## config.mk

```make
export PLATFORM = sky130hd
export DESIGN_NAME = rqws_div
export DESIGN_NICKNAME = d
export VERILOG_FILES = /design/src/rtl/rqws_div.sv
export SDC_FILE = /design/constraint.sdc
export NUM_CORES = 1
export LEC_CHECK = 0
export ABC_AREA = 0
export BUFFER_PORTS_ARGS = -buffer_cell sky130_fd_sc_hd__buf_2
export CAP_MARGIN = 20
export CORE_MARGIN = 1.5
export CORE_UTILIZATION = 30
export DETAILED_ROUTE_END_ITERATION = 8
export REMOVE_ABC_BUFFERS = 1
export SLEW_MARGIN = 20
export SYNTH_ARGS = -nofsm -noshare
export SYNTH_HDL_FRONTEND = slang
export SYNTH_SLANG_ARGS = --single-unit
```

## constraint.sdc

```tcl
create_clock -name i_clk -period 6.06 [get_ports i_clk]
set_input_delay 0.606 -clock i_clk [delete_from_list [all_inputs] [get_ports i_clk]]
set_output_delay 0.606 -clock i_clk [all_outputs]
set_load 0.01 [all_outputs]
```

## src/rtl/rqws_div.sv

```systemverilog
// restoring serial divider, 64-bit numerator by 33-bit divisor, 32-bit quotient
// depends on nothing; one quotient bit per cycle
module rqws_div (
    input  logic        i_clk,
    input  logic        i_rst_n,
    input  logic        i_start,
    input  logic [63:0] i_num,
    input  logic [32:0] i_den,
    output logic        o_done,
    output logic [31:0] o_quot
);
    logic [63:0] r_num;
    logic [32:0] r_den;
    logic [33:0] r_rem;
    logic [6:0]  r_cnt;
    logic        r_busy;
    logic        r_done;
    logic [33:0] w_sh;
    logic [34:0] w_diff;

    // shift in next numerator bit and trial subtract
    assign w_sh   = {r_rem[32:0], r_num[63]};
    assign w_diff = {1'b0, w_sh} - {2'b0, r_den};

    always_ff @(posedge i_clk) begin
        if (!i_rst_n) begin
            r_busy <= 1'b0;
            r_done <= 1'b0;
            r_cnt  <= '0;
        end else begin
            r_done <= 1'b0;
            if (i_start) begin
                r_busy <= 1'b1;
                r_cnt  <= 7'd64;
                r_num  <= i_num;
                r_den  <= i_den;
                r_rem  <= '0;
            end else if (r_busy) begin
                if (!w_diff[34]) begin
                    r_rem <= w_diff[33:0];
                end else begin
                    r_rem <= w_sh;
                end
                r_num <= {r_num[62:0], !w_diff[34]};
                r_cnt <= r_cnt - 7'd1;
                if (r_cnt == 7'd1) begin
                    r_busy <= 1'b0;
                    r_done <= 1'b1;
                end
            end
        end
    end

    // quotient fits 32 bits since average never exceeds max value
    assign o_done = r_done;
    assign o_quot = r_num[31:0];
endmodule

```

==> flow_summary_export.csv <==
group,metric,value,unit
critical_path,r2r_end,"r_num[0]",
timing,finClkSkew,0.0106,ns
power,switchingPower,0.786,mW
timing,fmax,266,MHz
grt,grt_pass1_vias,5327,
grt,grt_max_degree,58,
cells_and_area,final_nets,892,
timing,setup_violations,0,
cts,cts_tree,"built",
cells_and_area,area_growth_syn_to_layout,17.2,%
critical_path,critical_path_class,"flop to flop",
detailed_routing,drc_errors,0,
timing,slew_viol_final,0,
cells_and_area,layout-drive-gt1-share,31.1,%
cts,htreeDepth,4,
outcome,status,"finished, final reports clean",
logic_synthesis,synth_async_sr_flop_share,0,%
logic_synthesis,yosysUniqueCellTypes,53,
floorplan,core.rowCount,58,
cts,cts_inserted_buffers,17,
floorplan,die_x,164,um
floorplan,io_pins,133,
min_path,min-delay-path-class,"primary input to flop",
cts,cts_buffer_depth,2,
detailed_routing,dr.pass1.iters,5,
power,switching_share,28.0,%
job,cap_violations,0,
logic_synthesis,syn_area,0.00780,mm^2
cts,ctsHoldBuffers,0,
detailed_routing,top_layer,"met5",
placed_design,placed_area,0.00854,mm^2
timing,period_minus_slack,3.76,ns
grt,gr-total-overflow,0,
detailed_routing,wl_met3,1.32,mm
detailed_routing,num_vias,5224,
timing,tightest_slew,1.07,ns
power,clkPwrFrac,37.8,%
timing,relSlewSlack,28.8,%
min_path,min_to,"r_den[3]",
floorplan,core_area,0.0253,mm^2
logic_synthesis,ys.flop_type,"edfxtp_1",
placed_design,gp_congestion,0.815,
floorplan,dieArea,0.0270,mm^2
cts,cts.clk_slew.worst_paths,0.06,ns
detailed_routing,drt_iter0_markers,186,
power,p_per_area,307,mW/mm^2
detailed_routing,avgRoutedWirePerCell,15.2,um
cells_and_area,final_util,36.1,%
detailed_routing,postRouteAntennaNets,0,
critical_path,reg2regPathDepth,11,
cts,cts_root_buf,"clkbuf_16",
logic_synthesis,yosysWarnings,0,
min_path,hp-start,"i_den[3]",
timing,finalSetupTns,0,ns
critical_path,arrival,3.93,ns
floorplan,start_util,30.8,%
cts,clock-sinks,139,
power,power_frac_seq,42.1,%
cts,clock_latency,0.42,ns
cells_and_area,n_fill_cell,2514,
detailed_routing,met1_length,7.86,mm
logic_synthesis,synth-edff-count,130,
detailed_routing,vias_per_cell,4.74,
grt,grt_pass1_wl,27.3,mm
grt,grt_antenna_before_repair,7,
power,comb_power_share,20.1,%
critical_path,crit_required,6.23,ns
detailed_routing,totalWireLength,16.7,mm
critical_path,worstPathMaxFanout,40,
logic_synthesis,syn_area_per_cell,11.8,um^2
logic_synthesis,seq_area_frac_synth,52.4,%
cells_and_area,final_area,0.00913,mm^2
timing,holdWs,0.360,ns
timing,rsz0062_at_grt,"false",
power,p_int,2.02,mW
timing,hold_viol,0,
power,vdd.ir_drop.worst,0.191,mV
placed_design,portBuffers,132,
power,power_leakage,3.80,nW
floorplan,die_h,164,um
grt,track_usage,13.2,%
critical_path,cp-end-kind,"flop",
critical_path,reg2reg_from,"r_num[63]",
min_path,hold_path_depth,1,
placed_design,hpwl,11.6,mm
logic_synthesis,netlist_instances,659,
critical_path,r2r_slack,2.30,ns
critical_path,cp-start-kind,"flop",
logic_synthesis,synth-seq-cells,139,
cts,cts_setup_buffers,0,
cts,cts_resized,0,
detailed_routing,met2WireLength,7.32,mm
timing,finalCritPeriodShare,62.0,%
## power groups by stage
| stage | Combinational, mW | Sequential [mW] | Clock (mW) |
|---|---|---|---|
| floorplan | 0.408 | 1.20 | 0 |
| global placement | 0.557 | 1.20 | 0 |
| detailed placement | 0.563 | 1.20 | 0 |
| CTS | 0.567 | 1.18 | 1.09 |
| global route | 0.637 | 1.19 | 1.13 |
| finish | 0.564 | 1.18 | 1.06 |
## routing by layer
metal  vias to the layer above  GRT usage, %
li1                       2607             -
met1                      2443          17.3
met2                       139          19.8
met3                        25          5.48
met4                        10          3.68
met5                         -             0
## through the flow
stage          power, mW  std cells  setup slack [ns]
2_1_floorplan       1.61        602              2.40
3_3_place_gp        1.76       1067              2.36
3_5_place_dp        1.76       1067              2.30
4_1_cts             2.84       1099              2.29
5_1_grt             2.95       1100              2.08
6_report            2.80       1101              2.30
## layout make-up
type,count,area (um^2),area share [%]
antenna,2,5.00,0.0548
clock buffer,18,429,4.70
clock inverter,14,160,1.75
inverter,45,169,1.85
multi-input combinational,418,3190,34.9
sequential,139,4080,44.7
tap,330,413,4.52
timing repair buffer,135,686,7.51
## logic make-up after synthesis
kind of cell               synth area share (%)
AOI/OAI and AO/OA                          10.7
buffers and inverters                      6.85
xor gates and xnor gates                   3.15
adders and majority gates                  5.87
and+or+nand+nor                            9.08
DFF                                        52.4
muxes                                      11.9
## state kept, by name (all words and copies together) (netlist names)
name,cells
r_num,64
r_den,33
r_rem,33
r_cnt,7
o_done,1
r_busy,1
## synthesized netlist by cell type (all sizes together) (14+ instances only)
cell type	number	share of area (%)
o21ai	14	0.90
mux2	64	9.2
clkbuf	20	0.96
edfxtp	130	50
a21o	23	2.2
xnor2	18	2.0
nand2	24	1.2
inv	45	2.2
nand3	23	1.5
mux2i	21	2.7
nor2	52	2.5
ha	35	5.6
a21oi	41	2.6
buf	37	3.7
## placed cells by master (no fill, tap or decap), drive strengths merged, types with 23 or more instances in the layout
cell type and instances:
mux2 64, nand3 23, nand2 24, nor2 52
inv 52, edfxtp 130, ha 35, a21o 23
buf 135, a21oi 41
## critical path: stages, from the launching register on
cell and delay (ns):
edfxtp_1 0.38, inv_1 0.07, ha_1 0.16, inv_1 0.05, fa_1 0.40, a21oi_1 0.22
o211ai_1 0.15, a32o_1 0.27, a21o_1 0.20, or4_4 0.45, a311o_2 0.72, mux2_2 0.42
## worst max-delay path by stage
stage / startpoint / end / slack [ns] / cells past startpoint
3_3_place_gp: r_num[63] / r_num[0] / 2.36 / 11
4_1_cts: r_num[63] / r_num[0] / 2.29 / 11
3_5_place_dp: r_num[63] / r_num[0] / 2.30 / 11
2_1_floorplan: r_num[63] / r_num[0] / 2.40 / 11
5_1_grt: r_num[63] / r_rem[3] / 2.08 / 12
6_report: r_num[63] / r_num[0] / 2.30 / 11
No activity file was read; power rests on OpenSTA's default activity.
